==> config.mk <==
export PLATFORM = sky130hd
export DESIGN_NAME = dbs_front
export DESIGN_NICKNAME = d
export VERILOG_FILES = /design/src/hw/rtl/dbs_pkg.sv /design/src/hw/rtl/dbs_front.sv
export SDC_FILE = /design/constraint.sdc
export NUM_CORES = 1
export LEC_CHECK = 0
export BUFFER_PORTS_ARGS = -buffer_cell sky130_fd_sc_hd__clkbuf_2
export CORE_MARGIN = 3
export CORE_UTILIZATION = 38
export CTS_BUF_LIST = sky130_fd_sc_hd__clkbuf_8
export DETAILED_ROUTE_END_ITERATION = 8
export GPL_ROUTABILITY_DRIVEN = 1
export HOLD_SLACK_MARGIN = 0.03
export MAX_ROUTING_LAYER = met4
export PLACE_DENSITY = 0.75
export SLEW_MARGIN = 15
export SYNTH_ARGS = -nofsm -noshare
export SYNTH_HDL_FRONTEND = slang
export SYNTH_SLANG_ARGS = --single-unit
export TNS_END_PERCENT = 20
==> constraint.sdc <==
create_clock -name clk -period 5.9 [get_ports clk]
set_clock_uncertainty 0.1 [all_clocks]
set_input_delay 0.295 -clock clk [delete_from_list [all_inputs] [get_ports clk]]
set_output_delay 0.295 -clock clk [all_outputs]
set_load 0.01 [all_outputs]
==> src/hw/rtl/dbs_pkg.sv <==
`timescale 1ns / 1ps

package dbs_pkg;

	localparam logic [2:0] ACT_LOAD_TRANS  = 3'd0;
	localparam logic [2:0] ACT_LOAD_ACCEPT = 3'd1;
	localparam logic [2:0] ACT_SCAN        = 3'd2;
	localparam logic [2:0] ACT_READ        = 3'd3;
	localparam logic [2:0] ACT_START       = 3'd4;

	localparam logic [2:0] KIND_LOAD_TRANS  = 3'd0;
	localparam logic [2:0] KIND_LOAD_ACCEPT = 3'd1;
	localparam logic [2:0] KIND_SCAN        = 3'd2;
	localparam logic [2:0] KIND_READ        = 3'd3;
	localparam logic [2:0] KIND_START       = 3'd4;
	localparam logic [2:0] KIND_NOP         = 3'd5;

	localparam int Q_DEPTH = 2;
	localparam int Q_AW    = $clog2(Q_DEPTH);
	localparam int Q_CW    = $clog2(Q_DEPTH + 1);

	typedef struct packed {
		logic [2:0]  kind;
		logic        idx_ok;
		logic        tgt_ok;
		logic [9:0]  state_index;
		logic [7:0]  symbol;
		logic [9:0]  target_state;
		logic [31:0] rule_mask;
	} cmd_t;

endpackage

==> src/hw/rtl/dbs_front.sv <==
`timescale 1ns / 1ps

module dbs_front import dbs_pkg::*; #(
	parameter int STATE_COUNT = 1024
) (
	input  logic        clk,
	input  logic        arst_n,
	input  logic        in_valid,
	output logic        in_ready,
	input  logic [2:0]  action,
	input  logic [9:0]  state_index,
	input  logic [7:0]  symbol,
	input  logic [9:0]  target_state,
	input  logic [31:0] rule_mask,
	input  logic        clearing,
	output logic        push_valid,
	input  logic        push_ready,
	output cmd_t        push_cmd
);

	logic valid_s1;
	cmd_t cmd_s1;
	cmd_t cmd_d;

	assign in_ready   = (!valid_s1 || push_ready) && !clearing;
	assign push_valid = valid_s1;
	assign push_cmd   = cmd_s1;

	always_comb begin
		cmd_d.state_index  = state_index;
		cmd_d.symbol       = symbol;
		cmd_d.target_state = target_state;
		cmd_d.rule_mask    = rule_mask;
		cmd_d.idx_ok       = 32'(state_index) < 32'(STATE_COUNT);
		cmd_d.tgt_ok       = 32'(target_state) < 32'(STATE_COUNT);
		case (action)
			ACT_LOAD_TRANS: cmd_d.kind = KIND_LOAD_TRANS;
			ACT_LOAD_ACCEPT: cmd_d.kind = KIND_LOAD_ACCEPT;
			ACT_SCAN: cmd_d.kind = KIND_SCAN;
			ACT_READ: cmd_d.kind = KIND_READ;
			ACT_START: cmd_d.kind = KIND_START;
			default: cmd_d.kind = KIND_NOP;
		endcase
	end

	always_ff @(posedge clk or negedge arst_n) begin
		if (!arst_n) begin
			valid_s1 <= 1'b0;
		end else if (in_valid && in_ready) begin
			valid_s1 <= 1'b1;
		end else if (push_ready) begin
			valid_s1 <= 1'b0;
		end
	end

	always_ff @(posedge clk) begin
		if (in_valid && in_ready) begin
			cmd_s1 <= cmd_d;
		end
	end

endmodule

Word level (Yosys, flattened, before mapping)
Index checks and enable logic that the tools add are counted.
{"block": "op_classes", "eq_ne": 4, "muxes": 3, "n_reduce_logical": 7}
{"cell": "$pmux W3 S5", "count": 1}
{"cell": "$eq A3 B2 Y1 const B", "count": 2}
{"cell": "$eq A3 B1 Y1 const B", "count": 1}
{"cell": "$eq A3 B3 Y1 const B", "count": 1}
{"cell": "$logic_not A3 Y1", "count": 1}
{"cell": "$logic_and A1 B1 Y1", "count": 2}
{"cell": "$logic_not A1 Y1", "count": 2}
{"cell": "$mux W1", "count": 2}
{"cell": "$reduce_bool A2 Y1", "count": 1}
{"cell": "$logic_or A1 B1 Y1", "count": 1}
{"block": "word_totals", "reg_bits": 64, "input_bits": 68, "out_inout_bits": 67, "word_cells": 20}

Longest topological paths before layout
{"block": "logic_depth", "depth_word": 5, "depth_mapped": 2, "mapped_depth_nobuf": 2}

Worst setup path before layout
No wires, ideal clock.
{"block": "synth_timing", "path_type": "register to register", "from": "reg valid_s1, in the netlist push_valid", "to": "reg cmd_s1 (netlist bit push_cmd[0]) (enable)", "arrival_ps": 3171, "required_ps": 5316, "path_slack_ps": 2145, "stages_incl_launch_ff": 3, "n_path_buf": 0, "synth_period_minus_slack_ps": 3755, "path_cell_list": "dfrtp_1 > nor2b_4 > nor2_1"}
{"block": "synth_between", "elab_chain_len": 4}
{"item": "from (decl)", "line": "dbs_front.sv:21", "text": "logic valid_s1;"}
{"item": "from (signal assigned)", "line": "dbs_front.sv:48", "text": "valid_s1 <= 1'b0;"}
{"item": "from (signal assigned)", "line": "dbs_front.sv:50", "text": "valid_s1 <= 1'b1;"}
{"item": "from (signal assigned)", "line": "dbs_front.sv:52", "text": "valid_s1 <= 1'b0;"}
{"item": "$logic_not A1 Y1", "line": "dbs_front.sv:25", "text": "assign in_ready = (!valid_s1 || push_ready) && !clearing;"}
{"item": "$logic_or A1 B1 Y1", "line": "dbs_front.sv:25"}
{"item": "$logic_and A1 B1 Y1", "line": "dbs_front.sv:25"}
{"item": "$logic_and A1 B1 Y1", "line": "dbs_front.sv:57", "text": "if (in_valid && in_ready) begin"}
{"item": "to (signal assigned)", "line": "dbs_front.sv:58", "text": "cmd_s1 <= cmd_d;"}
{"item": "to (decl)", "line": "dbs_front.sv:22", "text": "cmd_t cmd_s1;"}
Every way passes these cells.
A chain may end at the register's enable or synchronous reset.

Worst setup path in the final report
{"block": "layout_timing", "from": "reg valid_s1, in the netlist push_valid", "to": "reg cmd_s1 (netlist bit push_cmd[20]) (enable)"}
The elaborated chain is that of the path after synthesis.

==> reports/summary.txt <==
status - finished, final reports clean
routed vias/inst - 4.363
starting density of the core - 40.72%
post-CTS setup buffer count - 0
Die H - 78.31 um
Peak VDD IR - 0.2040 mV
XOR/XNOR share of the synthesized area - 0%
cell family with most CP delay - simple AND/OR/NAND/NOR gates
post-synth top area share - 95.21%
max cap viols - 0
clk root buf - clkbuf_8
PwrDens - 303.8 nW/um^2
setup violators final - 0
area post-placement - 2731 sq um
RSZ-0062 raised after global routing - false
CTS clk-pin slew, worst paths - 0.08 ns
most frequent cell after synthesis - edfxtp_1
initial DRC count - 81
DR DRC count - 0
Critical Path Slowest Stage Cell - buf_4
I/O Pins - 135
die area - 6132 sq um
critical-path cell list - nor2b_4, nor2_4, buf_4
std cell rows - 25
final worst-path cycle share - 35.39%
Worst Path Required - 5.76 ns
Seq/Total Area, Yosys - 96.47%
Max clock buf depth - 2
CP Max Fanout - 41
Post-synth ARST share - 1.563%
clock insertion delay at the later pin of the skew report - 0.33 ns
CP bufs+invs - 1
CORE AREA - 4880 sq um
layout cells sized above 1 - 56.77%
htree depth - 3
Mean Syn Cell Area - 26.49 sq um
PortBufs - 132
ANT cells - 0
Synth cell types - 10
leak pwr - 0.001470 uW
initial antenna violation count - 0
worst setup path class - flip-flop to flip-flop
drt wl/cell - 17.24 um
Largest stage delay, worst path - 0.56 ns
gpl congestion - 0.6932
total CTS buffers - 9
Crit. End Element - flip-flop
CTS tree - built
post-synthesis compound-gate area fraction - 0.3778%
Seq cells post-synth - 64
top cells by count, synth - edfxtp_1 (63), buf_4 (2), nand2b_1 (2), nor2_1 (2)
largest net degree at the start of global routing - 42
Synth area leader - edfxtp_1
DIE WIDTH - 78.31 um
simple-gate area share of the yosys netlist - 2.015%
Ys Warns - 0
final non-filler cell area - 3392 sq um
Synth Cell Area - 1987 sq um
Min-Delay Path Class - primary input to flip-flop
Mapped Cells - 75
antenna viol nets, final - 0
Max Slew Vio Count - 0
Synth Area in Adders - 0%
Relative slew margins - 58.10%
Final TNS setup - 0 ns
min Tclk post-route - 2.088 ns
fmax - 0.4789 GHz
post-cts gate resize count - 0
worst r2r src - push_valid$_DFFE_PN0P_
Layout Nets - 329
Final Hold Fails - 0
WL final - 5742 um
Synth area leaders - edfxtp_1 (95%), dfrtp_1 (1.3%), buf_4 (0.76%)
Total GRT Usage - 17.51%
multiplexer share of the synthesized area - 0%
CTS Sinks - 64
routed vias - 1453
1st-pass router iterations - 4
largest family of logic cells by synthesized area - simple AND/OR/NAND/NOR gates
kind of start point of the critical path - flip-flop
Worst Hold Launch - rule_mask[29]
global-route wire length before repair - 7452 um
Layout area overhead - 70.72%
GR Overflow Total - 0
crit path DAT - 1.95 ns
CP startpoint - push_valid$_DFFE_PN0P_
Synth Flop Type - edfxtp_1
number of synthesized flops with an enable pin - 63
DP HPWL - 3266 um
vias in the first global route - 1486
Tightest Pin Transition - 0.6270 ns
==> per-layer routing <==
layer  share of wire, %  track usage, %  wire length (um)  up-vias
li1                   -               -                 -      661
met1                 36           17.68              2059      682
met2                 53           29.37              3038      102
met3                9.3           8.142               532        8
met4                1.9           7.168               111        0
met5                  0               -                 0        -
==> state kept, by name (all words and copies together) (netlist names) <==
| register | flops |
|---|---|
| push_cmd | 63 |
| push_valid | 1 |
==> final cells by class <==
class	count	area [sq um]
sequential	64	1917
fill	322	1488
timing repair buffer	177	1109
clock buffer	9	123.9
clock inverter	7	96.34
tap	67	83.83
multi-input combinational	9	62.56
==> power by group <==
part           internal, uW  leakage, uW  switching [uW]  total (uW)
registers               523     0.000599            5.83         529
logic                  48.3     0.000770            41.6        89.9
clock network           238     0.000101             174         412
==> cells by family (layout without fill, tap and decap cells) <==
kind of cell           Yosys count  count (layout)
flip-flops                      64              64
AND/OR/NAND/NOR                  6               6
buffers and inverters            3             193
other                            1               2
AO/OA/AOI/OAI                    1               1
==> timing repair <==
| action | CTS | global route |
|---|---|---|
| hold buffers | 20 | 24 |
| endpoints found under the setup margin | 0 | 0 |
| endpoints found under the hold margin | 20 | 24 |
==> worst paths after layout <==
kind / slack (ns) / endpoint / cells after the start
min in group asynchronous: 0.18 / push_valid$_DFFE_PN0P_ / 2
worst min-delay path: 0.04 / push_cmd[29]$_DFFE_PP_ / 1
worst min register to register: 0.66 / push_valid$_DFFE_PN0P_ / 2
worst max-delay path: 3.81 / push_cmd[20]$_DFFE_PP_ / 3
worst max register to register: 3.81 / push_cmd[20]$_DFFE_PP_ / 3
max in group asynchronous: 5.44 / push_valid$_DFFE_PN0P_ / 2
==> placed cells by master, fill, tap and decap left out <==
cell           count
nor2_1             1
clkinv_4           1
nor2b_1            1
dlygate4sd3_1     44
nand2b_1           2
a21o_1             1
buf_4              1
conb_1             2
dfrtp_1            1
clkinvlp_4         3
edfxtp_1          63
bufinv_16          2
clkbuf_2         132
clkbuf_8           9
nor2b_4            1
clkinv_2           1
nor2_4             1
==> through the flow <==
step / cells / setup WS [ns] / hold WS [ns] / power [uW] / utilization, %
2_1_floorplan: 76 / 2.145 / -0.1006 / 561.1 / -
3_3_place_gp: 273 / 3.814 / -0.02905 / 600.6 / 55.97
3_5_place_dp: 273 / 3.772 / -0.02540 / 602.5 / 55.97
4_1_cts: 309 / 3.832 / 0.03011 / 1013 / 64.59
5_1_grt: 333 / 3.694 / 0.02378 / 1068 / 69.51
6_report: 333 / 3.812 / 0.04266 / 1030 / 69.51
Power figures use the tool's default switching activity.
