--- src/hw/rtl/dbs_pkg.sv ---
`timescale 1ns / 1ps

package dbs_pkg;

	localparam logic [2:0] ACT_LOAD_TRANS  = 3'd0;
	localparam logic [2:0] ACT_LOAD_ACCEPT = 3'd1;
	localparam logic [2:0] ACT_SCAN        = 3'd2;
	localparam logic [2:0] ACT_READ        = 3'd3;
	localparam logic [2:0] ACT_START       = 3'd4;

	localparam logic [2:0] KIND_LOAD_TRANS  = 3'd0;
	localparam logic [2:0] KIND_LOAD_ACCEPT = 3'd1;
	localparam logic [2:0] KIND_SCAN        = 3'd2;
	localparam logic [2:0] KIND_READ        = 3'd3;
	localparam logic [2:0] KIND_START       = 3'd4;
	localparam logic [2:0] KIND_NOP         = 3'd5;

	localparam int Q_DEPTH = 2;
	localparam int Q_AW    = $clog2(Q_DEPTH);
	localparam int Q_CW    = $clog2(Q_DEPTH + 1);

	typedef struct packed {
		logic [2:0]  kind;
		logic        idx_ok;
		logic        tgt_ok;
		logic [9:0]  state_index;
		logic [7:0]  symbol;
		logic [9:0]  target_state;
		logic [31:0] rule_mask;
	} cmd_t;

endpackage

--- src/hw/rtl/dbs_queue.sv ---
`timescale 1ns / 1ps

module dbs_queue import dbs_pkg::*; (
	input  logic clk,
	input  logic arst_n,
	input  logic push_valid,
	output logic push_ready,
	input  cmd_t push_cmd,
	output logic pop_valid,
	input  logic pop_ready,
	output cmd_t pop_cmd
);

	cmd_t            entry_q [Q_DEPTH];
	logic [Q_AW-1:0] wr_ptr_q;
	logic [Q_AW-1:0] rd_ptr_q;
	logic [Q_CW-1:0] count_q;
	logic            do_push;
	logic            do_pop;

	assign push_ready = count_q != Q_CW'(Q_DEPTH);
	assign pop_valid  = count_q != '0;
	assign pop_cmd    = entry_q[rd_ptr_q];
	assign do_push    = push_valid && push_ready;
	assign do_pop     = pop_valid && pop_ready;

	always_ff @(posedge clk or negedge arst_n) begin
		if (!arst_n) begin
			wr_ptr_q <= '0;
			rd_ptr_q <= '0;
			count_q  <= '0;
		end else begin
			if (do_push) begin
				wr_ptr_q <= (wr_ptr_q == Q_AW'(Q_DEPTH - 1)) ? '0 : wr_ptr_q + 1'b1;
			end
			if (do_pop) begin
				rd_ptr_q <= (rd_ptr_q == Q_AW'(Q_DEPTH - 1)) ? '0 : rd_ptr_q + 1'b1;
			end
			if (do_push && !do_pop) begin
				count_q <= count_q + 1'b1;
			end else if (do_pop && !do_push) begin
				count_q <= count_q - 1'b1;
			end
		end
	end

	always_ff @(posedge clk) begin
		if (do_push) begin
			entry_q[wr_ptr_q] <= push_cmd;
		end
	end

endmodule

--- config.mk ---
export PLATFORM = sky130hd
export DESIGN_NAME = dbs_queue
export DESIGN_NICKNAME = d
export VERILOG_FILES = /design/src/hw/rtl/dbs_pkg.sv /design/src/hw/rtl/dbs_queue.sv
export SDC_FILE = /design/constraint.sdc
export NUM_CORES = 1
export LEC_CHECK = 0
export BUFFER_PORTS_ARGS = -buffer_cell sky130_fd_sc_hd__buf_2
export CAP_MARGIN = 40
export CORE_ASPECT_RATIO = 1.4
export CORE_MARGIN = 4
export CORE_UTILIZATION = 45
export CTS_CLUSTER_DIAMETER = 120
export DETAILED_ROUTE_END_ITERATION = 7
export PLACE_DENSITY = 0.72
export SLEW_MARGIN = 20
export SYNTH_ARGS = -nofsm -noshare
export SYNTH_HDL_FRONTEND = slang
export SYNTH_SLANG_ARGS = --single-unit
--- constraint.sdc ---
create_clock -name clk -period 11.5 [get_ports clk]
set_input_delay 0.575 -clock clk [delete_from_list [all_inputs] [get_ports clk]]
set_output_delay 0.575 -clock clk [all_outputs]
set_load 0.05 [all_outputs]
# After elaboration in Yosys (flattened, before gate mapping)
# Memory sizes are Yosys's and may differ from the RTL's.
# Cells that the tools add are included.
totals:
  wordCells: 23
  ram_bits: 130
  input_bits: 69
  ff_bits: 4
  mem_count: 1
  output_inout_bits: 67
classes:
  eq_ne: 1
  n_reduce_logical: 8
  n_mux: 6
  n_addsub: 4
memory_table:
  columns: ["name", "words", "word_bits", "read_ports", "rd_clocked_by_memory_dff", "write_ports", "line_no", "rtl"]
  rows:
  - ["entry_q", 2, 65, 1, 0, 1, "dbs_queue.sv:14", "cmd_t entry_q [Q_DEPTH];"]
op_table:
  columns: ["cell", "count"]
  rows:
  - ["1-bit logical AND", 4]
  - ["1-bit 2-to-1 mux", 4]
  - ["2-bit 2-to-1 mux", 2]
  - ["2-bit nonzero test", 2]
  - ["1-bit adder (second input constant)", 2]
  - ["2-bit by 1-bit adder with 2-bit output (second input constant)", 1]
  - ["1-bit logical NOT", 2]
  - ["2-bit != test (second input constant)", 1]
  - ["2-bit by 1-bit subtractor with 2-bit output (second input constant)", 1]

# Depth between registers and ports, before layout
# Gate-level depths: netlist of the first run.
logic_depth:
  word_depth: 6
  depth_mapped: 7
  depth_no_buf: 7

# Worst setup path before layout of the first run
# Ideal clock, no wire load.
synth_timing:
  path_kind: "reg2reg"
  from: "register count_q[0]"
  to: "memory entry_q[0][0] (netlist name), enable pin"
  setup_ps: 489
  path_buffers: 0
  path_stages_with_launch: 4
  t_arrival_ps: 3788
  synth_period_minus_slack_ps: 4276
  required_time_ps: 11011
  slack_ps: 7224
  path_cell_list: "dfrtp_1 nand2b_1 nand2_1 nor2_1"
synth_between:
  elab_chain_cells: 4
synth_lines:
  columns: ["item", "line_no", "rtl"]
  rows:
  - ["start, declared", "dbs_queue.sv:17", "logic [Q_CW-1:0] count_q;"]
  - ["start signal, assigned", "dbs_queue.sv:40", "count_q <= count_q + 1'b1;"]
  - ["start signal, assigned", "dbs_queue.sv:42", "count_q <= count_q - 1'b1;"]
  - ["2-bit != test", "dbs_queue.sv:21", "assign push_ready = count_q != Q_CW'(Q_DEPTH);"]
  - ["via push_ready", "dbs_queue.sv:7", "output logic push_ready,"]
  - ["1-bit logical AND", "dbs_queue.sv:24", "assign do_push = push_valid && push_ready;"]
  - ["1-bit 2-to-1 mux", "dbs_queue.sv:48", "if (do_push) begin"]
  - ["1-bit 2-to-1 mux (not written as such)", "dbs_queue.sv:49", "entry_q[wr_ptr_q] <= push_cmd;"]
  - ["end, declared", "dbs_queue.sv:14", null]
# The timed path passes the listed nets, and every way through them passes these cells.

==> out/results.ini, run 1 <==
[run_status]
status=finished clean

[setup_path]
critPathArrivalTime_ps=2080
crit_path_max_fanout=35
regToRegEndpoint=entry_q[1][11]
rr_startpoint=count_q[0]
critPathLaunchType=register
cp.required_ps=10930
path_class=reg -> out
path_buf_inv=2
cp-endpoint=pop_cmd[45]
r2r_cells=3
crit_chain=buf_16 -> mux2_2 -> buf_2
r2r_slack_ps=9380
critPathMaxStageDelay_ps=760
cp_slowest_cell=dfrtp_4
cp-end-kind=output port
cp_num_cells=3
crit_family=flip-flops
critical_path.startpoint=rd_ptr_q

[grt]
track_usage_pct=14.0
grt_pass1_wl_um=13900
grt_util_met1_pct=14.5
grt.met2_usage_pct=25.5
busiest_layer=met2
grt_max_degree=48
antenna_found_initial=0
grt_overflow=0
grt_util_met3_pct=4.92
grt_pass1_vias=2742

[synth]
synthesis.area_um2=5050
yosys.area.top_type=edfxtp_1
synthCells=220
postSynthNetCount=290
synth_top_cell_area_share_pct=77.4
synth_area_leaders=edfxtp_1 77%, mux2_4 12%, mux2_2 5.6%, dfrtp_1 2.0%, buf_6 1.1%
yosysSeqAreaShare_pct=79.3
synth_area_per_cell_um2=22.9
ys_seq_elements=134
yosys_warnings=0
synth_cell_types=15

[sta]
fin_crit_ps=2660
worstMarginPinSlew_ps=586
finalClockSkew_ps=4.21
fin_hold_ws_ps=361
setup_viol=0
grt_setup_unrepaired=false
hold_viol_final=0
relSlewSlack_pct=60.9
slew_viol_final=0
setup_ws_ps=8840
fin_setup_tns_ps=0
fmax_mhz=376
fin_crit_sh_pct=23.1

[routing]
drt-wirelength-per-cell_um=16.7
vias=2517
ant_nets=0
initialDrtViolationCount=88
route.detailed.drc=0
routed_wl_um=8790
firstDrtPassIters=4
viasPerCell=4.79

[cells_and_area]
final_common_cell=buf_2
layout.nets=442
mostFrequentLayoutCells=135 x buf_2, 130 x edfxtp_1, 40 x mux2_4
diodes=0
areaGrowthSynthToFinish_pct=30.8
drive_gt1_share_pct=62.3

[clocking]
htreeDepth=4
cts_setup_buffers=0
cts-buffers-inserted=17
cts_buffer_depth=2
clkSinkCount=134
clk_latency_ps=400
cts.clk_slew.worst_paths_ps=60
cts_resized=0
tritoncts=yes
hold_buffers=1
cts_root_buf=clkbuf_16

[floorplan]
ios=136
die-height_um=133
start_util_pct=46.2
design.die.area_um2=13000
row_count=45
die_x_um=97.5
core_area_um2=10900

[run]
cap_viol_max_count=0

[place]
port_buffers=135
gp_congestion=0.700
place_ws_ps=9240
place_hpwl_um=5940

[power]
p_per_area_nw_per_um2=325
leakage_nw=2.62
peakVddDrop_mv=0.172

[hold_path]
hold_class=in -> reg

[cell type report]
| type | count | area (um^2) |
|---|---|---|
| clock inverters | 15 | 251 |
| inverters | 1 | 3.75 |
| flip-flops and latches | 134 | 4010 |
| clock buffers | 17 | 425 |
| fillers | 826 | 4320 |
| multi-input cells | 78 | 981 |
| well taps | 141 | 176 |
| repair buffers | 140 | 756 |
[metal layers]
| layer | up-vias | share of wire [%] |
|---|---|---|
| met5 | - | 0 |
| met4 | 0 | 1.2 |
| met3 | 6 | 6.4 |
| met2 | 92 | 57 |
| met1 | 1244 | 36 |
| li1 | 1175 | - |
[report_power, final]
| part | total (W) | internal (W) | switching [W] |
|---|---|---|---|
| registers | 0.000723 | 0.000669 | 0.0000541 |
| clock network | 0.000607 | 0.000409 | 0.000198 |
| logic | 0.000813 | 0.000257 | 0.000556 |
| total | 0.00214 | 0.00133 | 0.000808 |
[worst min-delay path by stage]
stage                       from        endpoint  depth (start not counted)
finish              push_cmd[18]  entry_q[1][18]                          1
global route        push_cmd[56]  entry_q[1][56]                          1
CTS                 push_cmd[18]  entry_q[1][18]                          1
detailed placement        arst_n      count_q[0]                          1
global placement          arst_n        wr_ptr_q                          1
floorplan                 arst_n      count_q[0]                          0
[logic make-up (layout without fill, tap and decap cells)]
kind of cell  after synthesis  after routing  synth area share (%)
flops                     134            134                  79.3
mux                        65             65                  17.5
buf+inv                     8            173                  1.39
simple gates                7              7                 0.670
xor+xnor                    5              5                 0.868
fa+ha+maj                   1              1                 0.248
[Yosys cell counts (all sizes together)]
master / n
dfrtp: 4
ha: 1
nor2: 2
inv: 1
xor2: 2
nand2b: 1
nand2: 2
buf: 7
edfxtp: 130
and3: 1
xnor2: 3
mux2: 65
or2: 1
[flip-flops by register name, indices dropped and copies added, names as in the netlist]
name,cells
entry_q,130
count_q,2
rd_ptr_q,1
wr_ptr_q,1
[stage by stage]
stage	utilization [%]	cell area, um^2	cells	power (W)
finish	60.4	6600	526	0.00214
global route	60.4	6600	526	0.00223
CTS	60.4	6600	526	0.00217
detailed placement	54.1	5910	493	0.00156
global placement	53.6	5860	491	0.00153
floorplan	-	5050	220	0.00140
Note: power is estimated with default switching activity, not from simulation.
==> inputs of run 2 (changes only) <==
--- a/config.mk
+++ b/config.mk
@@ -5,6 +5,7 @@
 export SDC_FILE = /design/constraint.sdc
 export NUM_CORES = 1
 export LEC_CHECK = 0
+export ABC_AREA = 1
 export BUFFER_PORTS_ARGS = -buffer_cell sky130_fd_sc_hd__buf_2
 export CAP_MARGIN = 40
 export CORE_ASPECT_RATIO = 1.4
@@ -12,7 +13,7 @@
 export CORE_UTILIZATION = 45
 export CTS_CLUSTER_DIAMETER = 120
 export DETAILED_ROUTE_END_ITERATION = 7
-export PLACE_DENSITY = 0.72
+export PLACE_DENSITY = 0.75
 export SLEW_MARGIN = 20
 export SYNTH_ARGS = -nofsm -noshare
 export SYNTH_HDL_FRONTEND = slang
==> constraint.sdc (replaced) <==
create_clock -name clk -period 2.3 [get_ports clk]
set_input_delay 0.115 -clock clk [delete_from_list [all_inputs] [get_ports clk]]
set_output_delay 0.115 -clock clk [all_outputs]
set_load 0.05 [all_outputs]
==> run 2 against run 1 <==
  * Non-clock buffer count is 68 higher
  * Largest power group unchanged
  * Die area is 2.0% lower
  * Core utilization is 4.8 points higher
  * Largest cell class unchanged
  * Combinational power grew to 5.6 times the previous value
==> out/results.ini, run 2 <==
[run_status]
status=finished clean

[clocking]
cts-buffers-inserted=17
tritoncts=yes
cts_buffer_depth=2
cts.clk_slew.worst_paths_ps=50
cts_resized=0
clkSinkCount=134
cts_root_buf=clkbuf_16
clk_latency_ps=400
htreeDepth=4

[cells_and_area]
multi_input_area_um2=843
final_cell_count_no_fill=735
top_register=entry_q
layout.nets=651
areaGrowthSynthToFinish_pct=42.9
final_common_cell=nand2_1
diodes=0
drive_gt1_share_pct=29.0
top_regs=entry_q x130, count_q x2
fin_util_pct=65.2
seqCellArea_um2=4010
num-fill-cells=828
largest_reg_flops=130
mostFrequentLayoutCells=203 x nand2_1, 135 x buf_2, 130 x edfxtp_1

[synth]
synthesis.area_um2=4940
ys_seq_elements=134
synth_common_cells=205 x nand2_1, 130 x edfxtp_1, 9 x buf_2, 6 x inv_1, 5 x buf_4
postSynthNetCount=438
synth_top_cell_area_share_pct=79.1
synth_cell_types=13
yosysSeqAreaShare_pct=81.1
yosys_warnings=0
synth_area_leaders=edfxtp_1 79%, nand2_1 16%, dfrtp_1 2.0%, buf_2 0.91%, buf_4 0.76%
synth_area_per_cell_um2=13.4
yosys.cell_count.top_type=nand2_1
async_flop_share_pct=2.99
synth-main-ff-cell=edfxtp_1
yosys.area.top_type=edfxtp_1
synthCells=368
synth_edf_count=130

[grt]
grt_overflow=0
grt_pass1_vias=3405
antenna_found_initial=0
grt_max_degree=67
track_usage_pct=16.9
grt_pass1_wl_um=16200

[floorplan]
die-height_um=132
ios=136
core_area_um2=10800
die_x_um=96.5
row_count=45
start_util_pct=45.7
design.die.area_um2=12700

[place]
port_buffers=135
place_hpwl_um=6400
gp_congestion=0.760
place_ws_ps=748
dpl.cell_count=636

[power]
p_per_area_nw_per_um2=1500
leakage_nw=3.05
totalPowerFinal_w=0.0106
peakVddDrop_mv=0.996

[setup_path]
critPathLaunchType=register
critPathArrivalTime_ps=1840
rr_startpoint=count_q[0]
regToRegEndpoint=count_q[1]
path_class=reg -> out
crit_path_max_fanout=66
r2r_slack_ps=810
r2r_cells=9
cp-end-kind=output port
cp.required_ps=2180

[routing]
vias=3365
firstDrtPassIters=4
drt-wirelength-per-cell_um=14.1
viasPerCell=4.58
ant_nets=0
initialDrtViolationCount=124
route.detailed.drc=0
routed_wl_um=10400

[sta]
fmax_mhz=512
grt_setup_unrepaired=false
setup_viol=0
fin_crit_ps=1950
hold_viol_final=0
relSlewSlack_pct=54.9
fin_setup_tns_ps=0
worstMarginPinSlew_ps=676
setup_ws_ps=347
finalClockSkew_ps=6.64
slew_viol_final=0
fin_crit_sh_pct=84.9

[run]
cap_viol_max_count=0

[hold_path]
hold_class=in -> async

==> run 2: cell count changes in the layout (fill, tap and decap cells not counted), moves of 2 or more <==
cell,delta
mux2_4,-40
clkinv_1,+4
buf_16,-2
clkbuf_1,+3
inv_1,+5
buf_12,+3
nand2_1,+201
nand3_1,+2
xnor2_1,-2
mux2_2,-25
nand2_2,+2
bufinv_16,-3
dlygate4sd3_1,+66
clkinv_4,-3
==> run 2: area by class of cell <==
class	instances	share of cell area, %
Clock buffer	20	6.19
Clock inverter	12	1.92
Inverter	7	0.373
Multi-Input combinational cell	213	12.0
Sequential cell	134	56.8
Tap cell	141	2.50
Timing Repair Buffer	208	20.3
==> run 2: what timing repair did <==
item / CTS / global route
endpoints found under the hold margin: 135 / 0
hold buffers: 67 / 0
buffers inserted: 0 / 0
==> run 2: layer usage <==
layer / share of wire [%] / vias up / track usage [%]
li1: - / 1663 / -
met1: 38 / 1607 / 18.5
met2: 55 / 83 / 30.1
met3: 5.6 / 12 / 5.37
met4: 1.2 / 0 / 5.85
met5: 0 / - / 0
==> run 2: per-stage QoR <==
stage	hold slack, ps	instance area (um^2)
floorplan	-181	4960
global placement	-72.1	5810
detailed placement	-72.0	5810
CTS	60.4	7050
global route	75.4	7050
finish	76.9	7050
==> run 2: logic make-up after synthesis <==
| logic type | share of synthesized area, % |
|---|---|
| simple gates | 16.1 |
| xor+xnor | 0.355 |
| buf+inv | 2.21 |
| fa+ha+maj | 0.253 |
| flops | 81.1 |
==> run 2: where the power goes <==
part / total (W) / switching (W) / leakage [nW] / internal, W
Sequential: 0.00348 / 0.000144 / 1.26 / 0.00334
Clock: 0.00258 / 0.000900 / 0.274 / 0.00168
Combinational: 0.00453 / 0.00358 / 1.52 / 0.000952
==> run 2: how the worst max path moves through the flow <==
stage          slack (ps)            end        from  cells past startpoint
3_3_place_gp          800    pop_cmd[15]    rd_ptr_q                      4
2_1_floorplan          50  entry_q[0][0]  count_q[0]                      4
5_1_grt               200    pop_cmd[24]    rd_ptr_q                      4
3_5_place_dp          750    pop_cmd[15]    rd_ptr_q                      4
4_1_cts               300    pop_cmd[15]    rd_ptr_q                      4
6_report              350    pop_cmd[15]    rd_ptr_q                      4
==> run 2: worst max-delay path, stage by stage, from the launching register on <==
cell	delay, ps
dfrtp_2	360
buf_4	550
nand2_1	120
nand2_1	110
buf_2	270
==> inputs of run 3 (changes only) <==
--- a/config.mk
+++ b/config.mk
@@ -13,7 +13,7 @@
 export CORE_UTILIZATION = 45
 export CTS_CLUSTER_DIAMETER = 120
 export DETAILED_ROUTE_END_ITERATION = 7
-export PLACE_DENSITY = 0.75
+export PLACE_DENSITY = 0.72
 export SLEW_MARGIN = 20
 export SYNTH_ARGS = -nofsm -noshare
 export SYNTH_HDL_FRONTEND = slang
==> constraint.sdc (replaced) <==
create_clock -name clk -period 1.96 [get_ports clk]
set_input_delay 0.098 -clock clk [delete_from_list [all_inputs] [get_ports clk]]
set_output_delay 0.098 -clock clk [all_outputs]
set_load 0.05 [all_outputs]
==> run 3 against run 2 <==
  * Power is 18% higher
  * Critical path depth increased by 1
  * Sequential share of layout area fell by 0.32 points
  * Sequential power rose by 18%
  * Clock-buffer cell count up 1
  * Via count grew 1.8%
  * Largest cell class unchanged
==> out/results.ini, run 3 (synthesized netlist as in run 2, its figures left out) <==
[sta]
finalClockSkew_ps=11.5
fmax_mhz=567
slew_viol_final=0
setup_viol=0
setup_ws_ps=197
grt_setup_unrepaired=false
fin_crit_ps=1760
fin_crit_sh_pct=89.9
hold_viol_final=0
fin_hold_ws_ps=57.6
worstMarginPinSlew_ps=457
relSlewSlack_pct=69.5

[grt]
antenna_found_initial=0
grt_pass1_vias=3631
grt_overflow=0
track_usage_pct=17.6
grt_max_degree=43
grt_pass1_wl_um=16700

[floorplan]
design.die.area_um2=12700
die_x_um=96.5
die-height_um=132
start_util_pct=45.7
row_count=45
core_area_um2=10800
ios=136

[power]
power_frac_comb_pct=43.1
p_clk_share_pct=24.3
totalPowerFinal_w=0.0125
p_per_area_nw_per_um2=1770
intPower_w=0.00703
p_sw_share_pct=43.9
power_frac_seq_pct=32.7
peakVddDrop_mv=0.909
leakage_nw=3.06
power_switching_w=0.00550

[routing]
route.detailed.drc=0
drt-wirelength-per-cell_um=14.5
ant_nets=0
vias=3427
routed_wl_um=10700
viasPerCell=4.65
firstDrtPassIters=5
initialDrtViolationCount=155

[cells_and_area]
fin_util_pct=65.6
top_register=entry_q
num-fill-cells=800
final_common_cell=nand2_1
drive_gt1_share_pct=29.4
mostFrequentLayoutCells=203 x nand2_1, 135 x buf_2, 130 x edfxtp_1
top_regs=entry_q x130, count_q x2
layout.nets=654
seqCellArea_um2=4010
multi_input_area_um2=871
final_cell_count_no_fill=737
largest_reg_flops=130
areaGrowthSynthToFinish_pct=43.7
diodes=0

[setup_path]
crit_path_max_fanout=33
critPathLaunchType=register
cpMostUsedCell=nand2_1
critPathArrivalTime_ps=1660
cp_slowest_cell=dfrtp_2
cp.required_ps=1860
cp-end-kind=output port
path_class=reg -> out
critPathMaxStageDelay_ps=410
crit_chain=inv_2 -> buf_4 -> nand2_1 -> nand2_1 -> buf_2

[clocking]
cts_resized=0
htreeDepth=4
clkSinkCount=134
tritoncts=yes
clk_latency_ps=400
cts.clk_slew.worst_paths_ps=50
cts-buffers-inserted=17
cts_buffer_depth=2
cts_root_buf=clkbuf_16

[place]
port_buffers=135
place_hpwl_um=6130
dpl.cell_count=638
place_ws_ps=425
gp_congestion=0.700

[hold_path]
hold_class=in -> async

[run]
cap_viol_max_count=0

[run_status]
status=finished clean

==> run 3: cell count changes in the layout (fill, tap and decap cells not counted), sizes merged <==
cell | before | now
buf | 141 | 143
clkbuf | 20 | 21
dlygate4sd3 | 67 | 68
clkinv | 7 | 5
==> run 3: power groups by stage <==
stage / registers (W) / clock network, W / logic (W)
6_report: 0.00409 / 0.00304 / 0.00540
3_3_place_gp: 0.00412 / 0 / 0.00526
2_1_floorplan: 0.00413 / 0 / 0.00406
3_5_place_dp: 0.00415 / 0 / 0.00532
5_1_grt: 0.00414 / 0.00323 / 0.00574
4_1_cts: 0.00410 / 0.00311 / 0.00544
==> run 3: routing by layer <==
layer	global-route usage, %	vias to the layer above	share of wire [%]
met4	8.58	0	2.1
met5	0	-	0
met1	17.7	1624	37
met2	32.0	117	56
met3	5.08	19	4.9
li1	-	1667	-
==> run 3: through the flow <==
step           setup TNS [ps]  area, um^2
5_1_grt                     0        7090
6_report                    0        7090
4_1_cts                     0        7090
2_1_floorplan          -10940        4980
3_3_place_gp                0        5840
3_5_place_dp                0        5840
==> run 3: path summary, 6_finish.rpt <==
check	startpoint	cells past startpoint	slack, ps	endpoint
setup / recovery	rd_ptr_q	5	200	pop_cmd[23]
hold / removal	arst_n	2	60	wr_ptr_q
setup reg to reg	count_q[0]	5	420	entry_q[0][7]
hold reg to reg	count_q[0]	1	530	count_q[0]
max in group asynchronous	arst_n	2	1770	rd_ptr_q
min in group clk	push_cmd[45]	2	420	entry_q[1][45]
==> run 3: final cells by class <==
cell class	count	area share [%]
Sequential cell	134	56.5
Clock inverter	10	1.85
Timing Repair Buffer	211	20.3
Multi-Input combinational cell	213	12.3
Tap cell	141	2.49
Clock buffer	21	6.21
Inverter	7	0.371
==> run 3: repair_timing <==
action | in CTS | in global routing
hold endpoints to repair | 136 | 0
setup buffers | 0 | 0
hold buffers | 68 | 0
==> run 3: worst max-delay path: cells and delay by family, from the launching register on <==
| family | cells | cell delay (ps) |
|---|---|---|
| flip-flops | 1 | 410 |
| AND/OR/NAND/NOR | 2 | 180 |
| buffers and inverters | 3 | 670 |
